[config.mk]
export PLATFORM = sky130hd
export DESIGN_NAME = iir_cascade_pi_regulator_core
export DESIGN_NICKNAME = d
export VERILOG_FILES = /design/src/hdl/icpr_pkg.sv /design/src/hdl/icpr_regs.sv /design/src/hdl/icpr_mul.sv /design/src/hdl/icpr_engine.sv /design/src/hdl/iir_cascade_pi_regulator_core.sv
export SDC_FILE = /design/constraint.sdc
export NUM_CORES = 2
export LEC_CHECK = 0
export BUFFER_PORTS_ARGS = -buffer_cell sky130_fd_sc_hd__buf_4
export CAP_MARGIN = 25
export CELL_PAD_IN_SITES_DETAIL_PLACEMENT = 2
export CELL_PAD_IN_SITES_GLOBAL_PLACEMENT = 2
export CORE_MARGIN = 4
export CORE_UTILIZATION = 29
export DETAILED_ROUTE_END_ITERATION = 10
export HOLD_SLACK_MARGIN = 0.1
export PLACE_DENSITY = 0.59
export SYNTH_ARGS = -nofsm -noshare
export SYNTH_HDL_FRONTEND = slang
export SYNTH_HIERARCHICAL = 1
export SYNTH_SLANG_ARGS = --single-unit
export TNS_END_PERCENT = 100
[constraint.sdc]
create_clock -name clk -period 10.3 [get_ports clk]
set_input_delay 2.06 -clock clk [delete_from_list [all_inputs] [get_ports clk]]
set_output_delay 2.06 -clock clk [all_outputs]
set_load 0.03 [all_outputs]
[src/hdl/icpr_pkg.sv]
`timescale 1ns / 1ps
// ----------------------------------------------------------------------------
// icpr_pkg
// Shared widths, register indexes, reset values and the configuration bundle
// of the cascaded IIR PI regulator.
// ----------------------------------------------------------------------------
package icpr_pkg;

    localparam int COEF_FRAC_BITS_DEF = 16;
    localparam int VAL_FRAC_BITS      = 16;

    localparam int COEF_W  = 32;
    localparam int LIM_W   = 16;
    localparam int SMP_W   = 16;
    localparam int ERR_W   = SMP_W + 1;
    localparam int VAL_W   = 48;
    localparam int SUM_W   = VAL_W + 1;
    localparam int CHUNK_W = 24;
    localparam int OPB_W   = 26;
    localparam int PROD_W  = COEF_W + OPB_W;
    localparam int ACC_W   = 84;
    localparam int CLAMP_W = LIM_W + VAL_FRAC_BITS + 1;
    localparam int DIFF_W  = CLAMP_W + 1;

    localparam int APB_DW  = 32;
    localparam int APB_AW  = 5;
    localparam int IDX_W   = 3;

    localparam logic [IDX_W-1:0] REG_FIRST_FEEDBACK   = 3'd0;
    localparam logic [IDX_W-1:0] REG_FIRST_GAIN_NOW   = 3'd1;
    localparam logic [IDX_W-1:0] REG_FIRST_GAIN_PAST  = 3'd2;
    localparam logic [IDX_W-1:0] REG_SECOND_FEEDBACK  = 3'd3;
    localparam logic [IDX_W-1:0] REG_SECOND_GAIN      = 3'd4;
    localparam logic [IDX_W-1:0] REG_LOOP_GAIN        = 3'd5;
    localparam logic [IDX_W-1:0] REG_DRIVE_LOW_LIMIT  = 3'd6;
    localparam logic [IDX_W-1:0] REG_DRIVE_HIGH_LIMIT = 3'd7;

    localparam logic signed [COEF_W-1:0] RST_FIRST_FEEDBACK  = 32'sd65536;
    localparam logic signed [COEF_W-1:0] RST_FIRST_GAIN_NOW  = 32'sd65536;
    localparam logic signed [COEF_W-1:0] RST_FIRST_GAIN_PAST = -32'sd65536;
    localparam logic signed [COEF_W-1:0] RST_SECOND_FEEDBACK = 32'sd65536;
    localparam logic signed [COEF_W-1:0] RST_SECOND_GAIN     = 32'sd205887;
    localparam logic signed [COEF_W-1:0] RST_LOOP_GAIN       = 32'sd65536;
    localparam logic signed [LIM_W-1:0]  RST_DRIVE_LOW_LIMIT  = -16'sd32768;
    localparam logic signed [LIM_W-1:0]  RST_DRIVE_HIGH_LIMIT = 16'sd32767;

    typedef struct packed {
        logic signed [COEF_W-1:0] first_feedback;
        logic signed [COEF_W-1:0] first_gain_now;
        logic signed [COEF_W-1:0] first_gain_past;
        logic signed [COEF_W-1:0] second_feedback;
        logic signed [COEF_W-1:0] second_gain;
        logic signed [COEF_W-1:0] loop_gain;
        logic signed [LIM_W-1:0]  drive_low_limit;
        logic signed [LIM_W-1:0]  drive_high_limit;
    } cfg_t;

endpackage

[src/hdl/icpr_regs.sv]
`timescale 1ns / 1ps
// ----------------------------------------------------------------------------
// icpr_regs
// Configuration register file behind the APB port.
// ----------------------------------------------------------------------------
module icpr_regs
(
    input  logic                           clk,
    input  logic                           rst_n,
    input  logic                           psel,
    input  logic                           penable,
    input  logic                           pwrite,
    input  logic [icpr_pkg::APB_AW-1:0]    paddr,
    input  logic [icpr_pkg::APB_DW-1:0]    pwdata,
    output logic [icpr_pkg::APB_DW-1:0]    prdata,
    output logic                           pready,
    output icpr_pkg::cfg_t                 cfg
);

    icpr_pkg::cfg_t               cfg_reg;
    logic [icpr_pkg::IDX_W-1:0]   idx;
    logic                         wr_en;

    assign idx    = paddr[icpr_pkg::APB_AW-1:2];
    assign wr_en  = psel && penable && pwrite && pready;
    assign pready = 1'b1;
    assign cfg    = cfg_reg;

    always_ff @(posedge clk or negedge rst_n)
    begin
        if (!rst_n)
        begin
            cfg_reg.first_feedback   <= icpr_pkg::RST_FIRST_FEEDBACK;
            cfg_reg.first_gain_now   <= icpr_pkg::RST_FIRST_GAIN_NOW;
            cfg_reg.first_gain_past  <= icpr_pkg::RST_FIRST_GAIN_PAST;
            cfg_reg.second_feedback  <= icpr_pkg::RST_SECOND_FEEDBACK;
            cfg_reg.second_gain      <= icpr_pkg::RST_SECOND_GAIN;
            cfg_reg.loop_gain        <= icpr_pkg::RST_LOOP_GAIN;
            cfg_reg.drive_low_limit  <= icpr_pkg::RST_DRIVE_LOW_LIMIT;
            cfg_reg.drive_high_limit <= icpr_pkg::RST_DRIVE_HIGH_LIMIT;
        end
        else if (wr_en)
        begin
            case (idx)
                icpr_pkg::REG_FIRST_FEEDBACK:   cfg_reg.first_feedback  <= pwdata;
                icpr_pkg::REG_FIRST_GAIN_NOW:   cfg_reg.first_gain_now  <= pwdata;
                icpr_pkg::REG_FIRST_GAIN_PAST:  cfg_reg.first_gain_past <= pwdata;
                icpr_pkg::REG_SECOND_FEEDBACK:  cfg_reg.second_feedback <= pwdata;
                icpr_pkg::REG_SECOND_GAIN:      cfg_reg.second_gain     <= pwdata;
                icpr_pkg::REG_LOOP_GAIN:        cfg_reg.loop_gain       <= pwdata;
                icpr_pkg::REG_DRIVE_LOW_LIMIT:
                    cfg_reg.drive_low_limit  <= pwdata[icpr_pkg::LIM_W-1:0];
                icpr_pkg::REG_DRIVE_HIGH_LIMIT:
                    cfg_reg.drive_high_limit <= pwdata[icpr_pkg::LIM_W-1:0];
                default: ;
            endcase
        end
    end

    always_comb
    begin
        case (idx)
            icpr_pkg::REG_FIRST_FEEDBACK:   prdata = cfg_reg.first_feedback;
            icpr_pkg::REG_FIRST_GAIN_NOW:   prdata = cfg_reg.first_gain_now;
            icpr_pkg::REG_FIRST_GAIN_PAST:  prdata = cfg_reg.first_gain_past;
            icpr_pkg::REG_SECOND_FEEDBACK:  prdata = cfg_reg.second_feedback;
            icpr_pkg::REG_SECOND_GAIN:      prdata = cfg_reg.second_gain;
            icpr_pkg::REG_LOOP_GAIN:        prdata = cfg_reg.loop_gain;
            icpr_pkg::REG_DRIVE_LOW_LIMIT:
                prdata = icpr_pkg::APB_DW'(cfg_reg.drive_low_limit);
            icpr_pkg::REG_DRIVE_HIGH_LIMIT:
                prdata = icpr_pkg::APB_DW'(cfg_reg.drive_high_limit);
            default: prdata = '0;
        endcase
    end

endmodule

[src/hdl/icpr_mul.sv]
`timescale 1ns / 1ps
// ----------------------------------------------------------------------------
// icpr_mul
// Shared signed 32 x 26 multiplier with a registered product.
// ----------------------------------------------------------------------------
module icpr_mul
(
    input  logic                                 clk,
    input  logic signed [icpr_pkg::COEF_W-1:0]   op_a,
    input  logic signed [icpr_pkg::OPB_W-1:0]    op_b,
    output logic signed [icpr_pkg::PROD_W-1:0]   prod
);

    logic signed [icpr_pkg::PROD_W-1:0] prod_reg;

    always_ff @(posedge clk)
    begin
        prod_reg <= icpr_pkg::PROD_W'(op_a) * icpr_pkg::PROD_W'(op_b);
    end

    assign prod = prod_reg;

endmodule

[src/hdl/icpr_engine.sv]
`timescale 1ns / 1ps
// ----------------------------------------------------------------------------
// icpr_engine
// Sequencer, accumulator and filter state; feeds the shared multiplier with
// 24-bit slices of the 48-bit values and holds the output register.
// ----------------------------------------------------------------------------
module icpr_engine
#(
    parameter int COEF_FRAC_BITS = icpr_pkg::COEF_FRAC_BITS_DEF
)
(
    input  logic                                 clk,
    input  logic                                 rst_n,
    input  icpr_pkg::cfg_t                       cfg,
    input  logic                                 in_valid,
    output logic                                 in_ready,
    input  logic signed [icpr_pkg::SMP_W-1:0]    measured,
    input  logic signed [icpr_pkg::SMP_W-1:0]    setpoint,
    output logic                                 out_valid,
    input  logic                                 out_ready,
    output logic signed [icpr_pkg::LIM_W-1:0]    drive,
    output logic signed [icpr_pkg::COEF_W-1:0]   mul_a,
    output logic signed [icpr_pkg::OPB_W-1:0]    mul_b,
    input  logic signed [icpr_pkg::PROD_W-1:0]   mul_p
);

    localparam int VW  = icpr_pkg::VAL_W;
    localparam int AW  = icpr_pkg::ACC_W;
    localparam int CW  = icpr_pkg::CHUNK_W;
    localparam int BW  = icpr_pkg::OPB_W;
    localparam int EW  = icpr_pkg::ERR_W;
    localparam int LW  = icpr_pkg::LIM_W;
    localparam int KW  = icpr_pkg::CLAMP_W;
    localparam int DW  = icpr_pkg::DIFF_W;
    localparam int FB  = icpr_pkg::VAL_FRAC_BITS;
    localparam logic signed [VW-1:0] SAT_MAX = {1'b0, {(VW-1){1'b1}}};
    localparam logic signed [VW-1:0] SAT_MIN = {1'b1, {(VW-1){1'b0}}};
    localparam logic signed [DW-1:0] ONE     = DW'(1) <<< FB;
    localparam logic signed [KW-1:0] ROUND_UP = KW'((1 << FB) - 1);

    typedef enum logic [4:0] {
        ST_IDLE, ST_Y1_A, ST_Y1_B, ST_Y1_C, ST_Y1_D, ST_Y1_E, ST_Y1_S,
        ST_Y2_A, ST_Y2_B, ST_Y2_C, ST_Y2_D, ST_Y2_S,
        ST_G_A, ST_G_B, ST_G_C, ST_G_S, ST_CLAMP, ST_OUT
    } state_t;

    state_t                     state_reg;
    logic                       out_valid_reg;
    logic signed [LW-1:0]       drive_reg;
    logic signed [LW-1:0]       last_drive_reg;
    logic signed [EW-1:0]       prev_error_reg;
    logic signed [VW-1:0]       first_prev_out_reg;
    logic signed [VW-1:0]       second_prev_out_reg;

    logic signed [EW-1:0]       error_reg;
    logic signed [AW-1:0]       acc_reg;
    logic signed [VW-1:0]       y1_reg;
    logic signed [VW-1:0]       g_reg;
    logic signed [KW-1:0]       clamp_reg;

    logic signed [AW-1:0]       acc_next;
    logic signed [AW-1:0]       prod_ext;
    logic signed [AW-1:0]       shifted;
    logic signed [VW-1:0]       sat_val;
    logic signed [icpr_pkg::SUM_W-1:0] y1_sum;
    logic signed [VW-1:0]       hi_lim;
    logic signed [VW-1:0]       lo_lim;
    logic signed [VW-1:0]       g_upper;
    logic signed [VW-1:0]       g_clamped;
    logic signed [DW-1:0]       diff;
    logic signed [DW-1:0]       diff_abs;
    logic                       emit;
    logic signed [KW-1:0]       trunc_base;
    logic signed [LW-1:0]       quotient;
    logic                       accept;
    logic                       out_free;

    assign in_ready  = (state_reg == ST_IDLE);
    assign accept    = in_valid && in_ready;
    assign out_valid = out_valid_reg;
    assign drive     = drive_reg;
    assign out_free  = !out_valid_reg || out_ready;

    // Operand selection for the shared multiplier.
    assign y1_sum = icpr_pkg::SUM_W'(first_prev_out_reg) + icpr_pkg::SUM_W'(y1_reg);

    always_comb
    begin
        case (state_reg)
            ST_Y1_A:
            begin
                mul_a = cfg.first_feedback;
                mul_b = {2'b00, first_prev_out_reg[CW-1:0]};
            end
            ST_Y1_B:
            begin
                mul_a = cfg.first_feedback;
                mul_b = BW'($signed(first_prev_out_reg[VW-1:CW]));
            end
            ST_Y1_C:
            begin
                mul_a = cfg.first_gain_past;
                mul_b = BW'(prev_error_reg);
            end
            ST_Y1_D:
            begin
                mul_a = cfg.first_gain_now;
                mul_b = BW'(error_reg);
            end
            ST_Y1_S:
            begin
                mul_a = cfg.second_feedback;
                mul_b = {2'b00, second_prev_out_reg[CW-1:0]};
            end
            ST_Y2_A:
            begin
                mul_a = cfg.second_feedback;
                mul_b = BW'($signed(second_prev_out_reg[VW-1:CW]));
            end
            ST_Y2_B:
            begin
                mul_a = cfg.second_gain;
                mul_b = {2'b00, y1_sum[CW-1:0]};
            end
            ST_Y2_C:
            begin
                mul_a = cfg.second_gain;
                mul_b = BW'($signed(y1_sum[icpr_pkg::SUM_W-1:CW]));
            end
            ST_G_A:
            begin
                mul_a = cfg.loop_gain;
                mul_b = {2'b00, second_prev_out_reg[CW-1:0]};
            end
            ST_G_B:
            begin
                mul_a = cfg.loop_gain;
                mul_b = BW'($signed(second_prev_out_reg[VW-1:CW]));
            end
            default:
            begin
                mul_a = '0;
                mul_b = '0;
            end
        endcase
    end

    // The product arriving now belongs to the operands of the previous state.
    assign prod_ext = AW'(mul_p);

    always_comb
    begin
        case (state_reg)
            ST_Y1_B, ST_Y2_A, ST_Y2_C, ST_G_B:
                acc_next = acc_reg + prod_ext;
            ST_Y1_C, ST_Y2_B, ST_Y2_D, ST_G_C:
                acc_next = acc_reg + (prod_ext <<< CW);
            ST_Y1_D, ST_Y1_E:
                acc_next = acc_reg + (prod_ext <<< FB);
            ST_Y1_A, ST_Y1_S, ST_Y2_S:
                acc_next = '0;
            default:
                acc_next = acc_reg;
        endcase
    end

    // Arithmetic shift of the exact sum, then saturation to 48 bits.
    assign shifted = acc_reg >>> COEF_FRAC_BITS;

    always_comb
    begin
        if ((&shifted[AW-1:VW-1]) || !(|shifted[AW-1:VW-1]))
        begin
            sat_val = shifted[VW-1:0];
        end
        else if (shifted[AW-1])
        begin
            sat_val = SAT_MIN;
        end
        else
        begin
            sat_val = SAT_MAX;
        end
    end

    // Upper bound first, then the lower bound, so a crossed pair favours the low limit.
    assign hi_lim    = VW'(cfg.drive_high_limit) <<< FB;
    assign lo_lim    = VW'(cfg.drive_low_limit) <<< FB;
    assign g_upper   = (g_reg > hi_lim) ? hi_lim : g_reg;
    assign g_clamped = (g_upper < lo_lim) ? lo_lim : g_upper;

    assign diff       = DW'(clamp_reg) - (DW'(last_drive_reg) <<< FB);
    assign diff_abs   = diff[DW-1] ? -diff : diff;
    assign emit       = diff_abs > ONE;
    assign trunc_base = clamp_reg[KW-1] ? (clamp_reg + ROUND_UP) : clamp_reg;
    assign quotient   = trunc_base[FB+LW-1:FB];

    always_ff @(posedge clk)
    begin
        acc_reg <= acc_next;
        if (accept)
        begin
            error_reg <= EW'(measured) - EW'(setpoint);
        end
        if (state_reg == ST_Y1_S)
        begin
            y1_reg <= sat_val;
        end
        if (state_reg == ST_G_S)
        begin
            g_reg <= sat_val;
        end
        if (state_reg == ST_CLAMP)
        begin
            clamp_reg <= g_clamped[KW-1:0];
        end
    end

    always_ff @(posedge clk or negedge rst_n)
    begin
        if (!rst_n)
        begin
            state_reg           <= ST_IDLE;
            out_valid_reg       <= 1'b0;
            drive_reg           <= '0;
            last_drive_reg      <= '0;
            prev_error_reg      <= '0;
            first_prev_out_reg  <= '0;
            second_prev_out_reg <= '0;
        end
        else
        begin
            if ((state_reg == ST_OUT) && out_free && emit)
            begin
                out_valid_reg <= 1'b1;
            end
            else if (out_valid_reg && out_ready)
            begin
                out_valid_reg <= 1'b0;
            end
            case (state_reg)
                ST_IDLE:  if (accept) state_reg <= ST_Y1_A;
                ST_Y1_A:  state_reg <= ST_Y1_B;
                ST_Y1_B:  state_reg <= ST_Y1_C;
                ST_Y1_C:  state_reg <= ST_Y1_D;
                ST_Y1_D:  state_reg <= ST_Y1_E;
                ST_Y1_E:  state_reg <= ST_Y1_S;
                ST_Y1_S:  state_reg <= ST_Y2_A;
                ST_Y2_A:  state_reg <= ST_Y2_B;
                ST_Y2_B:  state_reg <= ST_Y2_C;
                ST_Y2_C:  state_reg <= ST_Y2_D;
                ST_Y2_D:  state_reg <= ST_Y2_S;
                ST_Y2_S:
                begin
                    prev_error_reg      <= error_reg;
                    first_prev_out_reg  <= y1_reg;
                    second_prev_out_reg <= sat_val;
                    state_reg           <= ST_G_A;
                end
                ST_G_A:   state_reg <= ST_G_B;
                ST_G_B:   state_reg <= ST_G_C;
                ST_G_C:   state_reg <= ST_G_S;
                ST_G_S:   state_reg <= ST_CLAMP;
                ST_CLAMP: state_reg <= ST_OUT;
                ST_OUT:
                begin
                    if (out_free)
                    begin
                        if (emit)
                        begin
                            drive_reg      <= quotient;
                            last_drive_reg <= quotient;
                        end
                        state_reg <= ST_IDLE;
                    end
                end
                default:  state_reg <= ST_IDLE;
            endcase
        end
    end

`ifndef ASSERT_OFF
    a_busy_after_accept: assert property (@(posedge clk) disable iff (!rst_n)
        accept |=> !in_ready)
        else $error("Input taken again before the current item finished.");

    a_emit_only_from_out: assert property (@(posedge clk) disable iff (!rst_n)
        $rose(out_valid_reg) |-> $past(state_reg == ST_OUT))
        else $error("Output raised outside the output step.");

    a_drive_is_last: assert property (@(posedge clk) disable iff (!rst_n)
        out_valid_reg |-> (drive_reg == last_drive_reg))
        else $error("Pending drive differs from the stored last drive.");

    a_state_commit_once: assert property (@(posedge clk) disable iff (!rst_n)
        (state_reg == ST_Y2_S) |=> (second_prev_out_reg == $past(sat_val)))
        else $error("Second section state not committed.");
`endif

endmodule

[src/hdl/iir_cascade_pi_regulator_core.sv]
`timescale 1ns / 1ps
// ----------------------------------------------------------------------------
// iir_cascade_pi_regulator_core
// Cascaded first-order IIR PI regulator: zero-pole and pole-only sections,
// overall gain, clamp and change detection on the drive value.
//
// Each transfer on the slave stream carries one measured sample and its
// setpoint. The error runs through both sections and the gain on a single
// shared 32 x 26 multiplier; ten partial products plus saturation, clamp and
// compare steps keep s_tready low from acceptance until the last step is
// left, so items are taken one at a time. A drive result, when the change
// exceeds 1.0, is loaded into the output register in that last step; items
// that change the drive by 1.0 or less produce no transfer.
// The output register lets a new item be taken while a result waits; if the
// receiver still holds off m_tready when the next item reaches its last step,
// the sequencer waits in that step until the register is free.
// Coefficients must be written over APB only while the block is idle; the
// block does not enforce this. Reset clears the filter history and the last
// drive, loads the default coefficients and leaves the block idle and ready.
// ----------------------------------------------------------------------------
module iir_cascade_pi_regulator_core
#(
    parameter int COEF_FRAC_BITS = icpr_pkg::COEF_FRAC_BITS_DEF
)
(
    input  logic                              clk,
    input  logic                              rst_n,
    input  logic                              psel,
    input  logic                              penable,
    input  logic                              pwrite,
    input  logic [icpr_pkg::APB_AW-1:0]       paddr,
    input  logic [icpr_pkg::APB_DW-1:0]       pwdata,
    output logic [icpr_pkg::APB_DW-1:0]       prdata,
    output logic                              pready,
    input  logic                              s_tvalid,
    output logic                              s_tready,
    input  logic [2*icpr_pkg::SMP_W-1:0]      s_tdata,   // measured, setpoint
    output logic                              m_tvalid,
    input  logic                              m_tready,
    output logic [icpr_pkg::LIM_W-1:0]        m_tdata    // drive
);

    icpr_pkg::cfg_t                             cfg;
    logic signed [icpr_pkg::COEF_W-1:0]         mul_a;
    logic signed [icpr_pkg::OPB_W-1:0]          mul_b;
    logic signed [icpr_pkg::PROD_W-1:0]         mul_p;
    logic signed [icpr_pkg::LIM_W-1:0]          drive;

    assign m_tdata = drive;

    icpr_regs u_regs
    (
        .clk     (clk),
        .rst_n   (rst_n),
        .psel    (psel),
        .penable (penable),
        .pwrite  (pwrite),
        .paddr   (paddr),
        .pwdata  (pwdata),
        .prdata  (prdata),
        .pready  (pready),
        .cfg     (cfg)
    );

    icpr_mul u_mul
    (
        .clk  (clk),
        .op_a (mul_a),
        .op_b (mul_b),
        .prod (mul_p)
    );

    icpr_engine
    #(
        .COEF_FRAC_BITS (COEF_FRAC_BITS)
    )
    u_engine
    (
        .clk       (clk),
        .rst_n     (rst_n),
        .cfg       (cfg),
        .in_valid  (s_tvalid),
        .in_ready  (s_tready),
        .measured  (s_tdata[icpr_pkg::SMP_W-1:0]),
        .setpoint  (s_tdata[2*icpr_pkg::SMP_W-1:icpr_pkg::SMP_W]),
        .out_valid (m_tvalid),
        .out_ready (m_tready),
        .drive     (drive),
        .mul_a     (mul_a),
        .mul_b     (mul_b),
        .mul_p     (mul_p)
    );

endmodule
# == Word-level counts from Yosys, hierarchy flattened ==
# Index checks and enable logic that the tools add are counted.
# word_totals
in_bits,76
n_memories,0
ff_bits,647
latch_bits,0
out_inout_bits,51
word_cells,110
mem_bits_ro,0
ram_bits,0
# op_classes
n_mux,15
n_bitwise,0
shifts,0
order_cmp,3
n_reduce_logical,36
multipliers,1
div_mod_pow,0
addsub,8
n_eq_ne,26
# ops
op,n
one-hot mux 84 bit (4 select lines),1
one-hot mux 32 bit (8 select lines),1
one-hot mux 26 bit (8 select lines),1
one-hot mux 32 bit (6 select lines),1
two-way mux 48 bit,3
one-hot mux 5 bit (18 select lines),1
adder 84 x 58 -> 84 bit,1
adder 84 x 74 -> 84 bit,1
adder 84 x 82 -> 84 bit,1
multiplier 32 x 26 -> 58 bit,1
adder 48 x 48 -> 49 bit,1
> comparator 48 x 32 -> 1 bit,1
< comparator 48 x 32 -> 1 bit,1
"equality test 5 x 4 -> 1 bit, second input constant",8
"> comparator 34 x 18 -> 1 bit, second input constant",1
two-way mux 34 bit,1
negator 34 bit,1
subtractor 33 x 32 -> 34 bit,1
two-way mux 33 bit,1
"adder 32 x 17 -> 32 bit, second input constant",1
two-way mux 32 bit,1
AND reduction 21 bit,1
OR reduction 21 bit,1
"equality test 5 x 3 -> 1 bit, second input constant",4
other kinds (23),53

# == Longest topological paths before layout ==
# depth
ltp_word,6
depth_mapped,39

# == By module ==
# The synthesis kept the hierarchy.
# modules_own_cells
module,n_inst,seq_area_each_um2,cells_per_inst,area_per_inst_um2
icpr_engine,1,10284.9,3910,34566.9
icpr_mul,1,1161.1,3262,30394.2
icpr_regs,1,5662.9,763,10268.6

# == Worst setup path after synthesis ==
# No wires, ideal clock.
# synth_timing
kind,reg2reg
startpoint,register u_engine.first_prev_out_reg[11]
endpoint,register u_mul.prod_reg (netlist bit u_mul/prod[54])
stages_incl_launch_ff,36
t_arrival_ns,9.050
slack_ns,1.115
required_time_ns,10.165
setup_ns,0.135
path_buffers,3
cell_sequence,dfrtp_1 -> ha_1 -> a21oi_1 -> o21ai_1 -> a221o_1 -> a2111oi_0 -> a211oi_1 -> a2111oi_0 -> o21bai_1 -> a21oi_1 -> o21ai_1 -> nand4_1 -> a31o_2 -> buf_4 -> clkinv_1 -> clkbuf_1 -> nor2_1 -> fa_1 -> fa_1 -> fa_1 -> fa_1 -> fa_1 -> fa_1 -> inv_1 -> fa_1 -> inv_1 -> ha_1 -> clkbuf_2 -> and3_1 -> and4_1 -> inv_1 -> a2111oi_4 -> o2111ai_2 -> a211oi_2 -> o22a_2 -> o311ai_1
# synth_via
elab_chain_cells,3
# synth_lines
element,line,rtl
from (decl),icpr_engine.sv:52,logic signed [VW-1:0] first_prev_out_reg;
from (signal assigned),icpr_engine.sv:256,first_prev_out_reg <= y1_reg;
adder 48 x 48 -> 49 bit,icpr_engine.sv:85,assign y1_sum = icpr_pkg::SUM_W'(first_prev_out_reg) + icpr_pkg::SUM_W'(y1_reg);
one-hot mux 26 bit (8 select lines),icpr_engine.sv:89,case (state_reg)
net mul_b (one bit),iir_cascade_pi_regulator_core.sv:45,logic signed [icpr_pkg::OPB_W-1:0] mul_b;
multiplier 32 x 26 -> 58 bit,icpr_mul.sv:18,prod_reg <= icpr_pkg::PROD_W'(op_a) * icpr_pkg::PROD_W'(op_b);
to (signal assigned),icpr_mul.sv:18,
to (decl),icpr_mul.sv:14,logic signed [icpr_pkg::PROD_W-1:0] prod_reg;
# The timed path passes the listed nets, and every way through them passes these cells.
# A chain may end at the register's enable or synchronous reset.

# == Final worst setup path ==
# layout_timing
startpoint,register u_engine.y1_reg[0]
endpoint,register u_mul.prod_reg (netlist bit u_mul/prod[54])
# layout_via
elab_chain_cells,3
# layout_lines
element,line,rtl
from (decl),icpr_engine.sv:57,logic signed [VW-1:0] y1_reg;
from (signal assigned),icpr_engine.sv:207,y1_reg <= sat_val;
adder 48 x 48 -> 49 bit,icpr_engine.sv:85,
one-hot mux 26 bit (8 select lines),icpr_engine.sv:89,
net mul_b (one bit),iir_cascade_pi_regulator_core.sv:45,
multiplier 32 x 26 -> 58 bit,icpr_mul.sv:18,
# The timed path passes the listed nets, and every way through them passes these cells.

==> impl_metrics.py <==
metrics = {
    "outcome": {
        "status": "complete, no violations",
    },
    "clocking": {
        "clock_sink_count": 647,
        "ctsRootBufferMaster": "sky130_fd_sc_hd__clkbuf_16",
        "ctsLongestPathBuffers": 3,
        "cts.htree.levels": 3,
        "clk_pin_slew_ns": 0.06,
        "cts_buffers": 86,
        "cts_tree": "built",
        "clk-insertion-delay-late_ns": 0.74,
    },
    "worst_setup_path": {
        "rr_startpoint": "u_engine/y1_reg[0]",
        "critical_path.n_buffers_inverters": 6,
        "worstSetupPathDepth": 36,
        "worst_path_largest_cell_delay_ns": 0.60,
        "cp_common_cell": "sky130_fd_sc_hd__fa_1",
        "end_kind": "flop",
        "worst_reg_to_reg_cells": 36,
        "data_arrival_time_of_the_worst_path_ns": 10.57,
        "worstSetupPathType": "flop to flop",
        "crit_required_ns": 10.89,
        "critical_path_peak_fanout": 8,
        "reg2reg_slack_ns": 0.32,
        "regToRegEndpoint": "u_mul/prod[54]",
        "critical-path-slowest-cell": "sky130_fd_sc_hd__fa_2",
        "kind_of_start_point_of_the_critical_path": "flop",
        "critical_path.top_delay_family": "adder cells",
    },
    "grt": {
        "grt_use_met1_pct": 29.0,
        "grt_pass1_wl_mm": 448,
        "global_route_congestion_overflow_total": 0,
        "top_usage_layer": "met2",
        "grt.total_usage_pct": 22.0,
        "number_of_global_route_vias_before_repair": 68738,
        "grt_antenna_before_repair": 19,
        "grt.met3_usage_pct": 1.65,
        "gr-usage-met2_pct": 39.0,
        "grt_max_degree": 166,
    },
    "floorplan": {
        "boundaryPins": 127,
        "die_x_um": 517,
        "floorplan.die.height_um": 517,
        "core_area_um2": 257000,
        "floorplan.die_area_um2": 268000,
        "initial_core_util_pct": 29.2,
        "std_cell_rows": 186,
    },
    "drt": {
        "vias_per_cell": 5.29,
        "antenna_left": 0,
        "vias": 60956,
        "wirelength_mm": 298,
        "dr.first_iter.drc_count": 3029,
        "detailedRoute.firstPassIterationCount": 6,
        "drc": 0,
        "detail_route.wl_per_cell_um": 25.8,
    },
    "worst_hold_path": {
        "holdPathStages": 1,
        "holdCritStartpoint": "u_engine/second_prev_out_reg[46]",
        "hold_end": "u_engine/second_prev_out_reg[46]",
        "hold_path_class": "flop to flop",
    },
    "logic_synthesis": {
        "seq_area_frac_synth_pct": 22.7,
        "proportion_of_synthesized_flip_flops_having_asynchronous_set_or_reset_pct": 55.5,
        "post_synth_inst_count": 7935,
        "synth_area_per_cell_um2": 9.48,
        "ys_types": 116,
        "dominantRegCellSynth": "sky130_fd_sc_hd__dfrtp_1",
        "syn-cell-area_um2": 75200,
        "yosysWarnings": 6,
        "yosys_reg_bits": 647,
        "synth_edf_count": 230,
        "postSynthNetCount": 9370,
    },
    "timing": {
        "achievable-frequency_mhz": 100,
        "worst_path_setup_slack_after_routing_ns": 0.322,
        "slew_headroom_pct": 23.5,
        "fin_crit_ns": 9.98,
        "final-hold-violation-count": 0,
        "fin_crit_sh_pct": 96.9,
        "drv_slew": 0,
        "setup-violations-final": 0,
        "worst-slew-pin-transition_ns": 1.14,
        "final.setup_skew_ns": 0.0865,
    },
    "final_layout": {
        "synthToLayoutAreaGrowth_pct": 13.5,
        "post_route_cells_drive_above_1_share_pct": 13.7,
        "largest_register_ffs": 224,
        "layout.nets": 9498,
        "nFillCells": 28238,
        "finish.utilization_pct": 33.2,
    },
    "placed_design": {
        "gp_congestion": 0.861,
        "detailed_place_hpwl_mm": 233,
        "port_buffers": 123,
        "detailedPlace.worstSlack_ns": -0.214,
    },
    "run": {
        "cap_viol_max_count": 0,
    },
}
## cells in the final DEF (no fill, tap or decap), types with 169 or more instances in the layout
master                       n
sky130_fd_sc_hd__inv_1     991
sky130_fd_sc_hd__fa_1      853
sky130_fd_sc_hd__nand2_1   810
sky130_fd_sc_hd__ha_1      490
sky130_fd_sc_hd__buf_4     411
sky130_fd_sc_hd__a21oi_1   381
sky130_fd_sc_hd__and2_1    366
sky130_fd_sc_hd__nor2_1    323
sky130_fd_sc_hd__dfrtp_1   312
sky130_fd_sc_hd__mux2_2    299
sky130_fd_sc_hd__a21o_1    284
sky130_fd_sc_hd__o21ai_0   235
sky130_fd_sc_hd__edfxtp_1  230
sky130_fd_sc_hd__xnor2_1   169
## per-stage QoR
step	setup TNS (ns)	cell area, µm²	instances	hold slack [ns]
floorplan	0	75200	7935	0.475
global placement	-1.02	81800	11343	0.484
detailed placement	-1.39	81800	11344	0.491
CTS	0	84900	11506	0.507
global route	-0.0901	85400	11521	0.517
finish	0	85400	11525	0.506
## Yosys cell counts (55+ instances only)
| cell type | count | share of area, % |
|---|---|---|
| sky130_fd_sc_hd__a211oi_1 | 59 | 0.59 |
| sky130_fd_sc_hd__a21o_1 | 284 | 2.8 |
| sky130_fd_sc_hd__a21oi_1 | 392 | 2.6 |
| sky130_fd_sc_hd__a221oi_1 | 55 | 0.64 |
| sky130_fd_sc_hd__a22oi_1 | 82 | 0.82 |
| sky130_fd_sc_hd__and2_1 | 367 | 3.1 |
| sky130_fd_sc_hd__clkbuf_1 | 353 | 1.8 |
| sky130_fd_sc_hd__dfrtp_1 | 313 | 10 |
| sky130_fd_sc_hd__dfxtp_1 | 58 | 1.5 |
| sky130_fd_sc_hd__edfxtp_1 | 230 | 9.2 |
| sky130_fd_sc_hd__fa_1 | 860 | 23 |
| sky130_fd_sc_hd__ha_1 | 499 | 8.3 |
| sky130_fd_sc_hd__inv_1 | 991 | 4.9 |
| sky130_fd_sc_hd__mux2_1 | 71 | 1.1 |
| sky130_fd_sc_hd__mux2_2 | 299 | 4.5 |
| sky130_fd_sc_hd__mux2i_1 | 58 | 0.77 |
| sky130_fd_sc_hd__nand2_1 | 811 | 4.0 |
| sky130_fd_sc_hd__nand3_1 | 121 | 0.80 |
| sky130_fd_sc_hd__nand4_1 | 100 | 0.83 |
| sky130_fd_sc_hd__nor2_1 | 337 | 1.7 |
| sky130_fd_sc_hd__nor3_1 | 86 | 0.57 |
| sky130_fd_sc_hd__o21ai_0 | 253 | 1.7 |
| sky130_fd_sc_hd__o21bai_1 | 70 | 0.70 |
| sky130_fd_sc_hd__xnor2_1 | 172 | 2.0 |
| sky130_fd_sc_hd__xor2_1 | 133 | 1.5 |
## final cells by class
class                   instances  area (µm²)  area share (%)
repair buffers                453        3900            4.56
multi-input cells            5882       53500            62.6
well taps                    3384        4230            4.96
inverters                     993        3730            4.36
diodes                          5        12.5          0.0146
clock buffers                 123        2480            2.90
flip-flops and latches        647       17100            20.0
clock inverters                38         477           0.558
## how the worst max path moves through the flow
stage                                               start        endpoint  slack, ns
final                                  u_engine/y1_reg[0]  u_mul/prod[54]       0.32
after global routing                   u_engine/y1_reg[0]  u_mul/prod[54]      -0.03
after CTS                  u_engine/first_prev_out_reg[0]  u_mul/prod[44]       0.04
after detailed placement               u_engine/y1_reg[1]  u_mul/prod[54]      -0.21
after global placement     u_engine/first_prev_out_reg[1]  u_mul/prod[54]      -0.19
after floorplan           u_engine/first_prev_out_reg[11]  u_mul/prod[54]       1.11
## layer usage
| metal | wire, µm | vias up |
|---|---|---|
| li1 | - | 27327 |
| met1 | 134000 | 32395 |
| met2 | 148000 | 907 |
| met3 | 8410 | 323 |
| met4 | 8110 | 4 |
| met5 | 22 | - |
## timing repair
| item | CTS | global route |
|---|---|---|
| setup buffers | 1 | 11 |
| cloned | 0 | 2 |
| hold buffers | 0 | 0 |
| pin swaps | 2 | 25 |
| resized for setup | 13 | 70 |
| setup endpoints to repair | 24 | 30 |
## cells by family after synthesis
group	count (synthesis)	synth area share, %
compound gates	1682	15.4
other cells	1	0.00498
buf+inv	1407	7.20
simple gates	2101	13.5
xor+xnor	306	3.57
flops	647	22.7
fa+ha+maj	1359	31.2
mux	432	6.40
## worst reg2reg max path, delay by kind of cell, from the launching register on
kind | cells | cell delay [ns]
and+or+nand+nor | 4 | 0.59
AOI/OAI and AO/OA | 15 | 3.45
DFF | 1 | 0.43
xor gates and xnor gates | 1 | 0.17
adders and majority gates | 10 | 4.46
buffers and inverters | 6 | 0.76
Power is not shown: default switching activity piles up to over one toggle a cycle in this logic, so the estimate is an artifact.
